===== src/rtl/rsc_pkg.sv =====
// Shared widths, constants, queue and result types, and the back-end state
// encoding for the reset-subtract coadd block. No dependencies.
`default_nettype none

package rsc_pkg;

  localparam int SAMPLE_W  = 16;
  localparam int COADD_W   = 32;
  localparam int MEAN_W    = 40;
  localparam int VAR_W     = 64;
  localparam int CNT_W     = 23;
  localparam int SUM_W     = 56;
  localparam int SQ_W      = 64;
  localparam int FRAC_BITS = 8;

  // frame length limit for statistics
  localparam logic [CNT_W-1:0] MAX_FRAME_PIXELS = 23'd4194304;

  localparam logic signed [COADD_W-1:0] COADD_MOST_NEG = 32'sh8000_0000;
  localparam logic signed [COADD_W-1:0] COADD_MOST_POS = 32'sh7FFF_FFFF;

  // front-to-back queue
  localparam int QDEPTH = 4;
  localparam int QPTR_W = 2;

  // frame divider and mean square
  localparam int DVD_W    = SQ_W + FRAC_BITS;
  localparam int DIVCNT_W = 7;
  localparam int REM_W    = CNT_W + 1;
  localparam int MUL_W    = 32;
  localparam int HI_W     = MEAN_W - MUL_W;
  localparam int MSQ_W    = 2 * MEAN_W;

  typedef struct packed {
    logic signed [COADD_W-1:0] coadd;
    logic                      last;
  } q_entry_t;

  typedef struct packed {
    logic     push;
    q_entry_t entry;
  } q_push_t;

  typedef struct packed {
    logic     valid;
    q_entry_t entry;
  } q_head_t;

  typedef struct packed {
    logic signed [COADD_W-1:0] coadd_out;
    logic                      stats_valid;
    logic signed [MEAN_W-1:0]  frame_mean;
    logic [VAR_W-1:0]          frame_variance;
    logic signed [COADD_W-1:0] frame_max;
    logic signed [COADD_W-1:0] frame_min;
  } res_t;

  typedef enum logic [3:0] {
    BK_IDLE,
    BK_SQUARE,
    BK_ACCUM,
    BK_DIV_INIT,
    BK_DIV,
    BK_MSQ_LO,
    BK_MSQ_MID,
    BK_MSQ_HI,
    BK_MSQ_ADD,
    BK_FINAL,
    BK_EMIT
  } bk_state_t;

endpackage

`default_nettype wire


===== src/rtl/rsc_chan_if.sv =====
// Valid/ready channel interfaces for pixel words in and coadd result words out.
// Depends on rsc_pkg for field widths.
`default_nettype none

interface rsc_in_if;
  logic                               valid;
  logic                               ready;
  logic [rsc_pkg::SAMPLE_W-1:0]       exposed_sample;
  logic [rsc_pkg::SAMPLE_W-1:0]       reset_sample;
  logic signed [rsc_pkg::COADD_W-1:0] coadd_in;
  logic                               last_pixel;

  modport source (output valid, output exposed_sample, output reset_sample,
                  output coadd_in, output last_pixel, input ready);
  modport sink   (input valid, input exposed_sample, input reset_sample,
                  input coadd_in, input last_pixel, output ready);
endinterface

interface rsc_out_if;
  logic                               valid;
  logic                               ready;
  logic signed [rsc_pkg::COADD_W-1:0] coadd_out;
  logic                               stats_valid;
  logic signed [rsc_pkg::MEAN_W-1:0]  frame_mean;
  logic [rsc_pkg::VAR_W-1:0]          frame_variance;
  logic signed [rsc_pkg::COADD_W-1:0] frame_max;
  logic signed [rsc_pkg::COADD_W-1:0] frame_min;

  modport source (output valid, output coadd_out, output stats_valid,
                  output frame_mean, output frame_variance, output frame_max,
                  output frame_min, input ready);
  modport sink   (input valid, input coadd_out, input stats_valid,
                  input frame_mean, input frame_variance, input frame_max,
                  input frame_min, output ready);
endinterface

`default_nettype wire


===== src/rtl/rsc_front.sv =====
// Front end: accepts pixel words, forms the updated coadd value and tags the
// frame end, pushing one queue entry per word. Depends on rsc_pkg, rsc_chan_if.
`default_nettype none

module rsc_front (
  rsc_in_if.sink            in_ch,
  input  logic              q_full,
  output rsc_pkg::q_push_t  q_push
);

  logic [rsc_pkg::COADD_W-1:0] coadd_sum;

  // wrap at 32 bits: coadd + exposed - reset
  assign coadd_sum = in_ch.coadd_in
                   + {{(rsc_pkg::COADD_W-rsc_pkg::SAMPLE_W){1'b0}}, in_ch.exposed_sample}
                   - {{(rsc_pkg::COADD_W-rsc_pkg::SAMPLE_W){1'b0}}, in_ch.reset_sample};

  assign in_ch.ready        = !q_full;
  assign q_push.push        = in_ch.valid && !q_full;
  assign q_push.entry.coadd = coadd_sum;
  assign q_push.entry.last  = in_ch.last_pixel;

endmodule

`default_nettype wire


===== src/rtl/rsc_queue.sv =====
// Short FIFO between the front end and the statistics back end.
// Depends on rsc_pkg.
`default_nettype none

module rsc_queue (
  input  logic              clk,
  input  logic              rst_n,
  input  rsc_pkg::q_push_t  q_push,
  output logic              q_full,
  output rsc_pkg::q_head_t  q_head,
  input  logic              q_pop
);

  rsc_pkg::q_entry_t           mem_r [rsc_pkg::QDEPTH];
  logic [rsc_pkg::QPTR_W-1:0]  wr_ptr_r, wr_ptr_nxt;
  logic [rsc_pkg::QPTR_W-1:0]  rd_ptr_r, rd_ptr_nxt;
  logic [rsc_pkg::QPTR_W:0]    fill_r, fill_nxt;

  always_comb begin
    wr_ptr_nxt = wr_ptr_r;
    rd_ptr_nxt = rd_ptr_r;
    fill_nxt   = fill_r;
    if (q_push.push) begin
      wr_ptr_nxt = wr_ptr_r + 1'b1;
    end
    if (q_pop) begin
      rd_ptr_nxt = rd_ptr_r + 1'b1;
    end
    case ({q_push.push, q_pop})
      2'b10:   fill_nxt = fill_r + 1'b1;
      2'b01:   fill_nxt = fill_r - 1'b1;
      default: fill_nxt = fill_r;
    endcase
  end

  always_ff @(posedge clk) begin
    if (!rst_n) begin
      wr_ptr_r <= '0;
      rd_ptr_r <= '0;
      fill_r   <= '0;
    end else begin
      wr_ptr_r <= wr_ptr_nxt;
      rd_ptr_r <= rd_ptr_nxt;
      fill_r   <= fill_nxt;
    end
  end

  always_ff @(posedge clk) begin
    if (q_push.push) begin
      mem_r[wr_ptr_r] <= q_push.entry;
    end
  end

  assign q_full       = (fill_r == (rsc_pkg::QPTR_W+1)'(rsc_pkg::QDEPTH));
  assign q_head.valid = (fill_r != '0);
  assign q_head.entry = mem_r[rd_ptr_r];

endmodule

`default_nettype wire


===== src/rtl/rsc_back.sv =====
// Back end: squares and accumulates each coadd value, runs the frame-end
// divider and mean square, and holds the output register.
// Depends on rsc_pkg, rsc_chan_if.
`default_nettype none

module rsc_back (
  input  logic              clk,
  input  logic              rst_n,
  input  rsc_pkg::q_head_t  q_head,
  output logic              q_pop,
  rsc_out_if.source         out_ch
);

  rsc_pkg::bk_state_t                 state_r, state_nxt;
  logic [rsc_pkg::CNT_W-1:0]          count_r, count_nxt;
  logic signed [rsc_pkg::SUM_W-1:0]   sum_r, sum_nxt;
  logic [rsc_pkg::SQ_W-1:0]           sumsq_r, sumsq_nxt;
  logic signed [rsc_pkg::COADD_W-1:0] max_r, max_nxt;
  logic signed [rsc_pkg::COADD_W-1:0] min_r, min_nxt;
  rsc_pkg::q_entry_t                  cur_r, cur_nxt;
  logic [2*rsc_pkg::MUL_W-1:0]        prod_r, prod_nxt;
  logic [rsc_pkg::DIVCNT_W-1:0]       div_cnt_r, div_cnt_nxt;
  logic [rsc_pkg::DVD_W-1:0]          dvd_e_r, dvd_e_nxt;
  logic [rsc_pkg::DVD_W-1:0]          dvd_m_r, dvd_m_nxt;
  logic [rsc_pkg::CNT_W-1:0]          rem_e_r, rem_e_nxt;
  logic [rsc_pkg::CNT_W-1:0]          rem_m_r, rem_m_nxt;
  logic                               sum_neg_r, sum_neg_nxt;
  logic [rsc_pkg::MSQ_W-1:0]          msq_r, msq_nxt;
  rsc_pkg::res_t                      res_r, res_nxt;
  rsc_pkg::res_t                      out_r, out_nxt;
  logic                               out_valid_r, out_valid_nxt;

  logic [rsc_pkg::MUL_W-1:0]          cur_mag;
  logic [rsc_pkg::MEAN_W-1:0]         mean_mag;
  logic signed [rsc_pkg::MEAN_W-1:0]  mean_val;
  logic [rsc_pkg::MUL_W-1:0]          mul_a, mul_b;
  logic [rsc_pkg::SQ_W:0]             sq_sum;
  logic [rsc_pkg::SUM_W-1:0]          sum_mag;
  logic [rsc_pkg::REM_W-1:0]          rem_e_sh, rem_m_sh, rem_e_sub, rem_m_sub;
  logic                               e_ge, m_ge;
  logic [rsc_pkg::DVD_W-1:0]          msq_sh;
  logic [rsc_pkg::DVD_W:0]            var_diff;
  logic [rsc_pkg::VAR_W-1:0]          var_val;

  assign cur_mag  = cur_r.coadd[rsc_pkg::COADD_W-1] ? (~cur_r.coadd + 1'b1) : cur_r.coadd;
  assign mean_mag = dvd_m_r[rsc_pkg::MEAN_W-1:0];
  assign mean_val = sum_neg_r ? (~mean_mag + 1'b1) : mean_mag;
  assign sum_mag  = sum_r[rsc_pkg::SUM_W-1] ? (~sum_r + 1'b1) : sum_r;
  assign sq_sum   = {1'b0, sumsq_r} + {1'b0, prod_r};

  // one quotient bit per cycle for both lanes, divisor is the pixel count
  assign rem_e_sh  = {rem_e_r, dvd_e_r[rsc_pkg::DVD_W-1]};
  assign rem_m_sh  = {rem_m_r, dvd_m_r[rsc_pkg::DVD_W-1]};
  assign rem_e_sub = rem_e_sh - {1'b0, count_r};
  assign rem_m_sub = rem_m_sh - {1'b0, count_r};
  assign e_ge      = (rem_e_sh >= {1'b0, count_r});
  assign m_ge      = (rem_m_sh >= {1'b0, count_r});

  // variance = E[x^2] - mean^2, clamp below zero, saturate above 64 bits
  assign msq_sh   = msq_r[rsc_pkg::MSQ_W-1:rsc_pkg::FRAC_BITS];
  assign var_diff = {1'b0, dvd_e_r} - {1'b0, msq_sh};
  always_comb begin
    if (var_diff[rsc_pkg::DVD_W]) begin
      var_val = '0;
    end else if (|var_diff[rsc_pkg::DVD_W-1:rsc_pkg::VAR_W]) begin
      var_val = '1;
    end else begin
      var_val = var_diff[rsc_pkg::VAR_W-1:0];
    end
  end

  // shared 32x32 multiplier, product always registered
  always_comb begin
    unique case (state_r)
      rsc_pkg::BK_SQUARE: begin
        mul_a = cur_mag;
        mul_b = cur_mag;
      end
      rsc_pkg::BK_MSQ_LO: begin
        mul_a = mean_mag[rsc_pkg::MUL_W-1:0];
        mul_b = mean_mag[rsc_pkg::MUL_W-1:0];
      end
      rsc_pkg::BK_MSQ_MID: begin
        mul_a = rsc_pkg::MUL_W'(mean_mag[rsc_pkg::MEAN_W-1:rsc_pkg::MUL_W]);
        mul_b = mean_mag[rsc_pkg::MUL_W-1:0];
      end
      rsc_pkg::BK_MSQ_HI: begin
        mul_a = rsc_pkg::MUL_W'(mean_mag[rsc_pkg::MEAN_W-1:rsc_pkg::MUL_W]);
        mul_b = rsc_pkg::MUL_W'(mean_mag[rsc_pkg::MEAN_W-1:rsc_pkg::MUL_W]);
      end
      default: begin
        mul_a = '0;
        mul_b = '0;
      end
    endcase
  end

  assign prod_nxt = mul_a * mul_b;

  always_comb begin
    state_nxt     = state_r;
    count_nxt     = count_r;
    sum_nxt       = sum_r;
    sumsq_nxt     = sumsq_r;
    max_nxt       = max_r;
    min_nxt       = min_r;
    cur_nxt       = cur_r;
    div_cnt_nxt   = div_cnt_r;
    dvd_e_nxt     = dvd_e_r;
    dvd_m_nxt     = dvd_m_r;
    rem_e_nxt     = rem_e_r;
    rem_m_nxt     = rem_m_r;
    sum_neg_nxt   = sum_neg_r;
    msq_nxt       = msq_r;
    res_nxt       = res_r;
    out_nxt       = out_r;
    out_valid_nxt = out_valid_r && !out_ch.ready;
    q_pop         = 1'b0;

    unique case (state_r)
      rsc_pkg::BK_IDLE: begin
        if (q_head.valid) begin
          q_pop     = 1'b1;
          cur_nxt   = q_head.entry;
          state_nxt = rsc_pkg::BK_SQUARE;
        end
      end
      rsc_pkg::BK_SQUARE: begin
        state_nxt = rsc_pkg::BK_ACCUM;
      end
      rsc_pkg::BK_ACCUM: begin
        // drop pixels past the frame limit from the statistics
        if (count_r < rsc_pkg::MAX_FRAME_PIXELS) begin
          count_nxt = count_r + 1'b1;
          sum_nxt   = sum_r + rsc_pkg::SUM_W'(cur_r.coadd);
          sumsq_nxt = sq_sum[rsc_pkg::SQ_W] ? '1 : sq_sum[rsc_pkg::SQ_W-1:0];
          if (cur_r.coadd > max_r) begin
            max_nxt = cur_r.coadd;
          end
          if (cur_r.coadd < min_r) begin
            min_nxt = cur_r.coadd;
          end
        end
        res_nxt           = '0;
        res_nxt.coadd_out = cur_r.coadd;
        state_nxt = cur_r.last ? rsc_pkg::BK_DIV_INIT : rsc_pkg::BK_EMIT;
      end
      rsc_pkg::BK_DIV_INIT: begin
        dvd_e_nxt   = {sumsq_r, {rsc_pkg::FRAC_BITS{1'b0}}};
        dvd_m_nxt   = {{(rsc_pkg::DVD_W-rsc_pkg::SUM_W-rsc_pkg::FRAC_BITS){1'b0}},
                       sum_mag, {rsc_pkg::FRAC_BITS{1'b0}}};
        rem_e_nxt   = '0;
        rem_m_nxt   = '0;
        div_cnt_nxt = '0;
        sum_neg_nxt = sum_r[rsc_pkg::SUM_W-1];
        state_nxt   = rsc_pkg::BK_DIV;
      end
      rsc_pkg::BK_DIV: begin
        rem_e_nxt = e_ge ? rem_e_sub[rsc_pkg::CNT_W-1:0] : rem_e_sh[rsc_pkg::CNT_W-1:0];
        rem_m_nxt = m_ge ? rem_m_sub[rsc_pkg::CNT_W-1:0] : rem_m_sh[rsc_pkg::CNT_W-1:0];
        dvd_e_nxt = {dvd_e_r[rsc_pkg::DVD_W-2:0], e_ge};
        dvd_m_nxt = {dvd_m_r[rsc_pkg::DVD_W-2:0], m_ge};
        if (div_cnt_r == rsc_pkg::DIVCNT_W'(rsc_pkg::DVD_W - 1)) begin
          state_nxt = rsc_pkg::BK_MSQ_LO;
        end else begin
          div_cnt_nxt = div_cnt_r + 1'b1;
        end
      end
      rsc_pkg::BK_MSQ_LO: begin
        state_nxt = rsc_pkg::BK_MSQ_MID;
      end
      rsc_pkg::BK_MSQ_MID: begin
        msq_nxt   = rsc_pkg::MSQ_W'(prod_r);
        state_nxt = rsc_pkg::BK_MSQ_HI;
      end
      rsc_pkg::BK_MSQ_HI: begin
        // cross term counts twice
        msq_nxt   = msq_r + (rsc_pkg::MSQ_W'(prod_r) << (rsc_pkg::MUL_W + 1));
        state_nxt = rsc_pkg::BK_MSQ_ADD;
      end
      rsc_pkg::BK_MSQ_ADD: begin
        msq_nxt   = msq_r + (rsc_pkg::MSQ_W'(prod_r) << (2 * rsc_pkg::MUL_W));
        state_nxt = rsc_pkg::BK_FINAL;
      end
      rsc_pkg::BK_FINAL: begin
        res_nxt.coadd_out   = cur_r.coadd;
        res_nxt.stats_valid = 1'b1;
        res_nxt.frame_max   = max_r;
        res_nxt.frame_min   = min_r;
        if (count_r == '0) begin
          res_nxt.frame_mean     = '0;
          res_nxt.frame_variance = '0;
        end else begin
          res_nxt.frame_mean     = mean_val;
          res_nxt.frame_variance = var_val;
        end
        count_nxt = '0;
        sum_nxt   = '0;
        sumsq_nxt = '0;
        max_nxt   = rsc_pkg::COADD_MOST_NEG;
        min_nxt   = rsc_pkg::COADD_MOST_POS;
        state_nxt = rsc_pkg::BK_EMIT;
      end
      rsc_pkg::BK_EMIT: begin
        if (!out_valid_r || out_ch.ready) begin
          out_nxt       = res_r;
          out_valid_nxt = 1'b1;
          if (q_head.valid) begin
            q_pop     = 1'b1;
            cur_nxt   = q_head.entry;
            state_nxt = rsc_pkg::BK_SQUARE;
          end else begin
            state_nxt = rsc_pkg::BK_IDLE;
          end
        end
      end
      default: begin
        state_nxt = rsc_pkg::BK_IDLE;
      end
    endcase
  end

  always_ff @(posedge clk) begin
    if (!rst_n) begin
      state_r     <= rsc_pkg::BK_IDLE;
      count_r     <= '0;
      sum_r       <= '0;
      sumsq_r     <= '0;
      max_r       <= rsc_pkg::COADD_MOST_NEG;
      min_r       <= rsc_pkg::COADD_MOST_POS;
      out_valid_r <= 1'b0;
    end else begin
      state_r     <= state_nxt;
      count_r     <= count_nxt;
      sum_r       <= sum_nxt;
      sumsq_r     <= sumsq_nxt;
      max_r       <= max_nxt;
      min_r       <= min_nxt;
      out_valid_r <= out_valid_nxt;
    end
  end

  always_ff @(posedge clk) begin
    cur_r     <= cur_nxt;
    prod_r    <= prod_nxt;
    div_cnt_r <= div_cnt_nxt;
    dvd_e_r   <= dvd_e_nxt;
    dvd_m_r   <= dvd_m_nxt;
    rem_e_r   <= rem_e_nxt;
    rem_m_r   <= rem_m_nxt;
    sum_neg_r <= sum_neg_nxt;
    msq_r     <= msq_nxt;
    res_r     <= res_nxt;
    out_r     <= out_nxt;
  end

  assign out_ch.valid          = out_valid_r;
  assign out_ch.coadd_out      = out_r.coadd_out;
  assign out_ch.stats_valid    = out_r.stats_valid;
  assign out_ch.frame_mean     = out_r.frame_mean;
  assign out_ch.frame_variance = out_r.frame_variance;
  assign out_ch.frame_max      = out_r.frame_max;
  assign out_ch.frame_min      = out_r.frame_min;

endmodule

`default_nettype wire


===== src/rtl/reset_subtract_coadd_with_stats.sv =====
// Pixel words are queued at acceptance, independent of the back end; the back end takes
// one word at a time from the queue and works it through its square, accumulate and emit
// steps, squaring on its shared 32x32 multiplier; a frame-end word also runs the divider
// and mean-square steps before emit, and emit waits while the output register is held.
// Reset: synchronous, active low; clears queue, output valid and all frame statistics.
`default_nettype none

module reset_subtract_coadd_with_stats (
  input  logic       clk,
  input  logic       rst_n,
  rsc_in_if.sink     in_ch,
  rsc_out_if.source  out_ch
);

  // Front end: form the updated coadd value and tag the frame end.
  // Accept input words whenever the queue has room, independent of the back end.
  rsc_pkg::q_push_t q_push;
  logic             q_full;
  rsc_pkg::q_head_t q_head;
  logic             q_pop;

  rsc_front u_front (
    .in_ch  (in_ch),
    .q_full (q_full),
    .q_push (q_push)
  );

  // Four-entry queue: hold words while the back end squares, accumulates
  // or runs the frame-end division.
  rsc_queue u_queue (
    .clk    (clk),
    .rst_n  (rst_n),
    .q_push (q_push),
    .q_full (q_full),
    .q_head (q_head),
    .q_pop  (q_pop)
  );

  // Back end: square each value, update count, sum, sum of squares, max and min.
  // On a frame end, divide sum and sum of squares by the count (both lanes in
  // one 72-step loop), square the mean over four multiplier steps, then form
  // the clamped, saturated variance and clear the statistics. The output
  // register lets a finished word wait while the next one is worked on.
  rsc_back u_back (
    .clk    (clk),
    .rst_n  (rst_n),
    .q_head (q_head),
    .q_pop  (q_pop),
    .out_ch (out_ch)
  );

  // Every frame has at least one counted pixel, so max never falls below min.
  a_minmax_order: assert property (@(posedge clk) disable iff (!rst_n)
    (out_ch.valid && out_ch.stats_valid) |->
      ($signed(out_ch.frame_max) >= $signed(out_ch.frame_min)))
    else $error("frame max below frame min");

  // Non-frame-end words carry zero statistics.
  a_zero_stats: assert property (@(posedge clk) disable iff (!rst_n)
    (out_ch.valid && !out_ch.stats_valid) |->
      (out_ch.frame_mean == '0 && out_ch.frame_variance == '0 &&
       out_ch.frame_max == '0 && out_ch.frame_min == '0))
    else $error("statistics fields set on a plain pixel word");

  // Pop only from a non-empty queue.
  a_pop_nonempty: assert property (@(posedge clk) disable iff (!rst_n)
    q_pop |-> q_head.valid)
    else $error("queue popped while empty");

endmodule

`default_nettype wire


===== src/flat_wrapper.sv =====
// flat-port wrapper written by rule: the top's interface ports become plain ports
module reset_subtract_coadd_with_stats_flat 
  (clk, rst_n, in_ch_valid, in_ch_exposed_sample, in_ch_reset_sample, in_ch_coadd_in, in_ch_last_pixel, in_ch_ready, out_ch_valid, out_ch_coadd_out, out_ch_stats_valid, out_ch_frame_mean, out_ch_frame_variance, out_ch_frame_max, out_ch_frame_min, out_ch_ready);
  rsc_in_if in_ch_i ();
  rsc_out_if out_ch_i ();
  input  logic clk;
  input  logic rst_n;
  input wire logic [$bits(in_ch_i.valid)-1:0] in_ch_valid;
  input wire logic [$bits(in_ch_i.exposed_sample)-1:0] in_ch_exposed_sample;
  input wire logic [$bits(in_ch_i.reset_sample)-1:0] in_ch_reset_sample;
  input wire logic [$bits(in_ch_i.coadd_in)-1:0] in_ch_coadd_in;
  input wire logic [$bits(in_ch_i.last_pixel)-1:0] in_ch_last_pixel;
  output wire logic [$bits(in_ch_i.ready)-1:0] in_ch_ready;
  output wire logic [$bits(out_ch_i.valid)-1:0] out_ch_valid;
  output wire logic [$bits(out_ch_i.coadd_out)-1:0] out_ch_coadd_out;
  output wire logic [$bits(out_ch_i.stats_valid)-1:0] out_ch_stats_valid;
  output wire logic [$bits(out_ch_i.frame_mean)-1:0] out_ch_frame_mean;
  output wire logic [$bits(out_ch_i.frame_variance)-1:0] out_ch_frame_variance;
  output wire logic [$bits(out_ch_i.frame_max)-1:0] out_ch_frame_max;
  output wire logic [$bits(out_ch_i.frame_min)-1:0] out_ch_frame_min;
  input wire logic [$bits(out_ch_i.ready)-1:0] out_ch_ready;
  assign in_ch_i.valid = in_ch_valid;
  assign in_ch_i.exposed_sample = in_ch_exposed_sample;
  assign in_ch_i.reset_sample = in_ch_reset_sample;
  assign in_ch_i.coadd_in = in_ch_coadd_in;
  assign in_ch_i.last_pixel = in_ch_last_pixel;
  assign in_ch_ready = in_ch_i.ready;
  assign out_ch_valid = out_ch_i.valid;
  assign out_ch_coadd_out = out_ch_i.coadd_out;
  assign out_ch_stats_valid = out_ch_i.stats_valid;
  assign out_ch_frame_mean = out_ch_i.frame_mean;
  assign out_ch_frame_variance = out_ch_i.frame_variance;
  assign out_ch_frame_max = out_ch_i.frame_max;
  assign out_ch_frame_min = out_ch_i.frame_min;
  assign out_ch_i.ready = out_ch_ready;
  reset_subtract_coadd_with_stats u_core (.clk(clk), .rst_n(rst_n), .in_ch(in_ch_i), .out_ch(out_ch_i));
endmodule

===== config.mk =====
export PLATFORM = sky130hd
export DESIGN_NAME = reset_subtract_coadd_with_stats_flat
export DESIGN_NICKNAME = d
export VERILOG_FILES = /design/src/rtl/rsc_pkg.sv /design/src/rtl/rsc_chan_if.sv /design/src/rtl/rsc_front.sv /design/src/rtl/rsc_queue.sv /design/src/rtl/rsc_back.sv /design/src/rtl/reset_subtract_coadd_with_stats.sv /design/src/flat_wrapper.sv
export SDC_FILE = /design/constraint.sdc
export NUM_CORES = 2
export LEC_CHECK = 0
export BUFFER_PORTS_ARGS = -buffer_cell sky130_fd_sc_hd__buf_2
export CAP_MARGIN = 40
export CORE_ASPECT_RATIO = 1.5
export CORE_UTILIZATION = 40
export CTS_CLUSTER_SIZE = 16
export DETAILED_ROUTE_END_ITERATION = 8
export GPL_ROUTABILITY_DRIVEN = 0
export PLACE_DENSITY_LB_ADDON = 0.3
export SETUP_SLACK_MARGIN = 0.2
export SKIP_CTS_REPAIR_TIMING = 1
export SLEW_MARGIN = 20
export SYNTH_ARGS = -nofsm -noshare
export SYNTH_HDL_FRONTEND = slang
export SYNTH_SLANG_ARGS = --single-unit

===== constraint.sdc =====
create_clock -name clk -period 11.63 [get_ports clk]
set_input_delay 1.7445 -clock clk [delete_from_list [all_inputs] [get_ports clk]]
set_output_delay 1.7445 -clock clk [all_outputs]
set_load 0.01 [all_outputs]

==> out/results.ini <==
[die]
std_cell_rows=218
core_mm2=0.235
dieArea_mm2=0.238
die_h_um=597
fp.dieW_um=398
initial_core_util_pct=40.2
io_pins=272

[yosys]
synth_area_per_cell_um2=9.59
synth_top_family_by_area=adder cells
syn_nets=11500
synth_top_area_share_pct=26.6
synth.ff_latch_count=1122
yosysWarningCount=0
synth_edf_count=837
synth.most_common_cell=inv_1
synth.distinct_cells=81
synthTopCellsByCount=inv_1 (1,420), nand2_1 (1,150), fa_1 (920)
yosysTopAreaCell=edfxtp_1
synth-simple-area-share_pct=13.1
post_synth_mux_area_share_pct=1.61
yosys_most_used_dff=edfxtp_1
synth-compound-area-share_pct=12.0
syn_inst=9834
synthArstFlopShare_pct=0
ys_seq_area_share_pct=32.7
synthTopCellsByArea=edfxtp_1 (27%), fa_1 (20%), ha_1 (8.8%)
synth_fa_ha_area_share_pct=28.4
yosys.area_share.xor_xnor_pct=4.72
syn_area_mm2=0.0943

[detailed_routing]
route.met2.wl_um=146000
drt_iter0_drc=5487
routed.top_layer=met5
vias=73400
viasPerCell=5.56
route.met3.wl_um=22300
ant_nets=0
drt_pre_antenna_iters=9
drcViolationCount=10
drt-total-wl_um=301000
wl_per_cell_um=22.8
drt-met1-wl_um=109000

[setup_path]
start_kind=register
reg2reg_to=u_core.u_back.prod_r[58]$_DFF_P_
crit_start=u_core.u_back.cur_r[13]$_DFFE_PP_
crit_end=u_core.u_back.prod_r[58]$_DFF_P_
crit_path_frequent_cell=fa_1
rr_startpoint=u_core.u_back.cur_r[13]$_DFFE_PP_
worstPathMaxFanout=11
cpPeakStageDelay_ns=0.62
worstPathRequired_ns=12.28
r2r_cells=36
worstSetupEndpointType=register
crit_arrival_ns=11.60
ff2ff_setup_slack_ns=0.68
criticalPathCategory=register to register
cp_slowest_cell=fa_1

[placement]
placed_cells=13000
pre_cts_slack_ns=0.534
hpwl_um=233000
io_buffers=271

[sta]
worst_pin_slew_ns=1.01
max-slew-margin-rel_pct=32.5
clock.fmax_mhz=91.3
hold_viol=0
finalCritPeriodShare_pct=94.2
setup_tns_ns=0
setup_slack_ns=0.675
finClkSkew_ns=0.0892
rsz0062_at_grt=true
period_minus_slack_ns=10.95
slew_violations=0
setup-violations-final=0
hold-worst-slack_ns=0.386

[clock_network]
htreeDepth=3
cts_buffers=107
clk_pin_slew_worst_paths_ns=0.06
cts_tree=yes
clock_sinks=1122
cts_root_buffer=clkbuf_16
clockBufferDepth=3
clk_latency_ns=0.77

[flow_run]
max_cap_violations=0

[global_route]
grt_first_pass_wirelength_um=457000
grt_antenna_before_repair=9
grt_usage_pct=25.4
grt-ovfl-total=0
grt_max_degree=72
first_global_vias=76800

[power_and_ir_drop]
p_per_area_mw_per_mm2=195
vdd_drop_max_mv=0.155
cellLeakagePower_nw=46.8

[cells_and_area]
final_nets=11700
final_util_pct=44.3
drive_gt1_share_pct=8.25
synthToLayoutAreaGrowth_pct=10.3
instances_no_fill=13200

[worst_hold_path]
hp-class=register to register

[run_status]
status=complete, but fails checks
failed_checks=DRC

layout make-up:
class                           count  area (um^2)
Antenna cell                        6         15.0
Clock buffer                      130         2860
Clock inverter                     74          852
Fill cell                       22300       131000
Inverter                         1430         5380
Multi-Input combinational cell   6832        56800
Sequential cell                  1122        30800
Tap cell                         3080         3850
Timing Repair Buffer              515         3410
registers in the layout, summed over array words and instances (netlist names), 64 cells and up, named ones only:
register / count
u_core.u_back.prod_r: 64
u_core.u_back.out_ch.frame_variance: 64
u_core.u_back.dvd_m_r: 72
u_core.u_back.sumsq_r: 64
u_core.u_back.msq_r: 72
u_core.u_back.dvd_e_r: 72
u_core.u_back.res_r: 201
u_core.u_queue.mem_r: 132
critical path, delay by kind of cell (launching register included):
kind | cells | cell delay (ns)
buffers and inverters | 7 | 0.99
adder cells (fa/ha/maj) | 9 | 4.60
AND/OR/NAND/NOR | 10 | 2.50
AO/OA/AOI/OAI | 8 | 1.84
flip-flops | 1 | 0.61
XOR/XNOR | 2 | 0.30
cell usage in the layout (no fill, tap or decap), types with 19 or more instances in the layout:
master / instances
and2_1: 108
mux4_2: 33
a211oi_1: 32
clkbuf_16: 109
a221o_1: 25
buf_4: 220
o31ai_1: 42
buf_2: 275
nor3_1: 60
o41ai_1: 24
ha_1: 667
nand2b_1: 73
or2_2: 23
xnor2_1: 258
nand2_1: 1146
a31oi_1: 43
inv_1: 1418
nor2b_1: 50
fa_1: 920
or4_1: 27
a21o_1: 240
o21a_1: 54
a21boi_0: 28
o22ai_1: 19
xor2_1: 248
nand4_1: 95
mux2i_1: 77
dfxtp_1: 283
nor2_1: 890
clkinv_1: 20
nand3_1: 188
a21oi_1: 557
o21ai_0: 452
and3_1: 35
or3_1: 39
o311a_1: 39
nor4_1: 24
o21bai_1: 69
o211ai_1: 26
edfxtp_1: 837
per-stage QoR:
stage                     total power, mW  area, um^2
final                                20.3      104000
after global routing                 21.5      104000
after CTS                            20.1      104000
after detailed placement             16.4      100000
after global placement               16.1       99800
after floorplan                      12.6       94300
kinds of logic (layout without fill, tap and decap cells):
kind of cell / Yosys count / count (layout)
AOI/OAI and AO/OA: 1805 / 1805
DFF: 1122 / 1122
muxes: 110 / 110
adders and majority gates: 1587 / 1587
xor gates and xnor gates: 508 / 508
buffers and inverters: 1880 / 2149
other: 0 / 6
and+or+nand+nor: 2822 / 2822
worst min path at each step:
stage / slack [ns] / cells after the start / to / startpoint
finish: 0.39 / 0 / u_core.u_back.out_ch.frame_variance[3]$_DFFE_PP_ / u_core.u_back.res_r[67]$_SDFFCE_PP0P_
global route: 0.37 / 0 / u_core.u_back.out_ch.frame_variance[3]$_DFFE_PP_ / u_core.u_back.res_r[67]$_SDFFCE_PP0P_
CTS: 0.38 / 0 / u_core.u_back.out_ch.frame_variance[3]$_DFFE_PP_ / u_core.u_back.res_r[67]$_SDFFCE_PP0P_
floorplan: 0.40 / 0 / u_core.u_back.out_ch.coadd_out[0]$_DFFE_PP_ / u_core.u_back.res_r[169]$_DFFE_PP_
detailed placement: 0.40 / 0 / u_core.u_back.out_ch.frame_max[2]$_DFFE_PP_ / u_core.u_back.res_r[34]$_SDFFCE_PN0P_
global placement: 0.40 / 0 / u_core.u_back.out_ch.frame_variance[18]$_DFFE_PP_ / u_core.u_back.res_r[82]$_SDFFCE_PP0P_
power breakdown:
group / total (mW) / switching (mW) / internal [mW]
clock network: 3.68 / 1.64 / 2.04
registers: 5.95 / 0.661 / 5.29
logic: 10.7 / 7.01 / 3.67
routing by layer:
| metal | track usage [%] | vias up |
|---|---|---|
| met2 | 43.4 | 3016 |
| met1 | 28.5 | 36100 |
| met5 | 0 | - |
| met4 | 17.1 | 8 |
| met3 | 4.80 | 1096 |
| li1 | - | 33100 |
(Power assumes the default switching activity.)
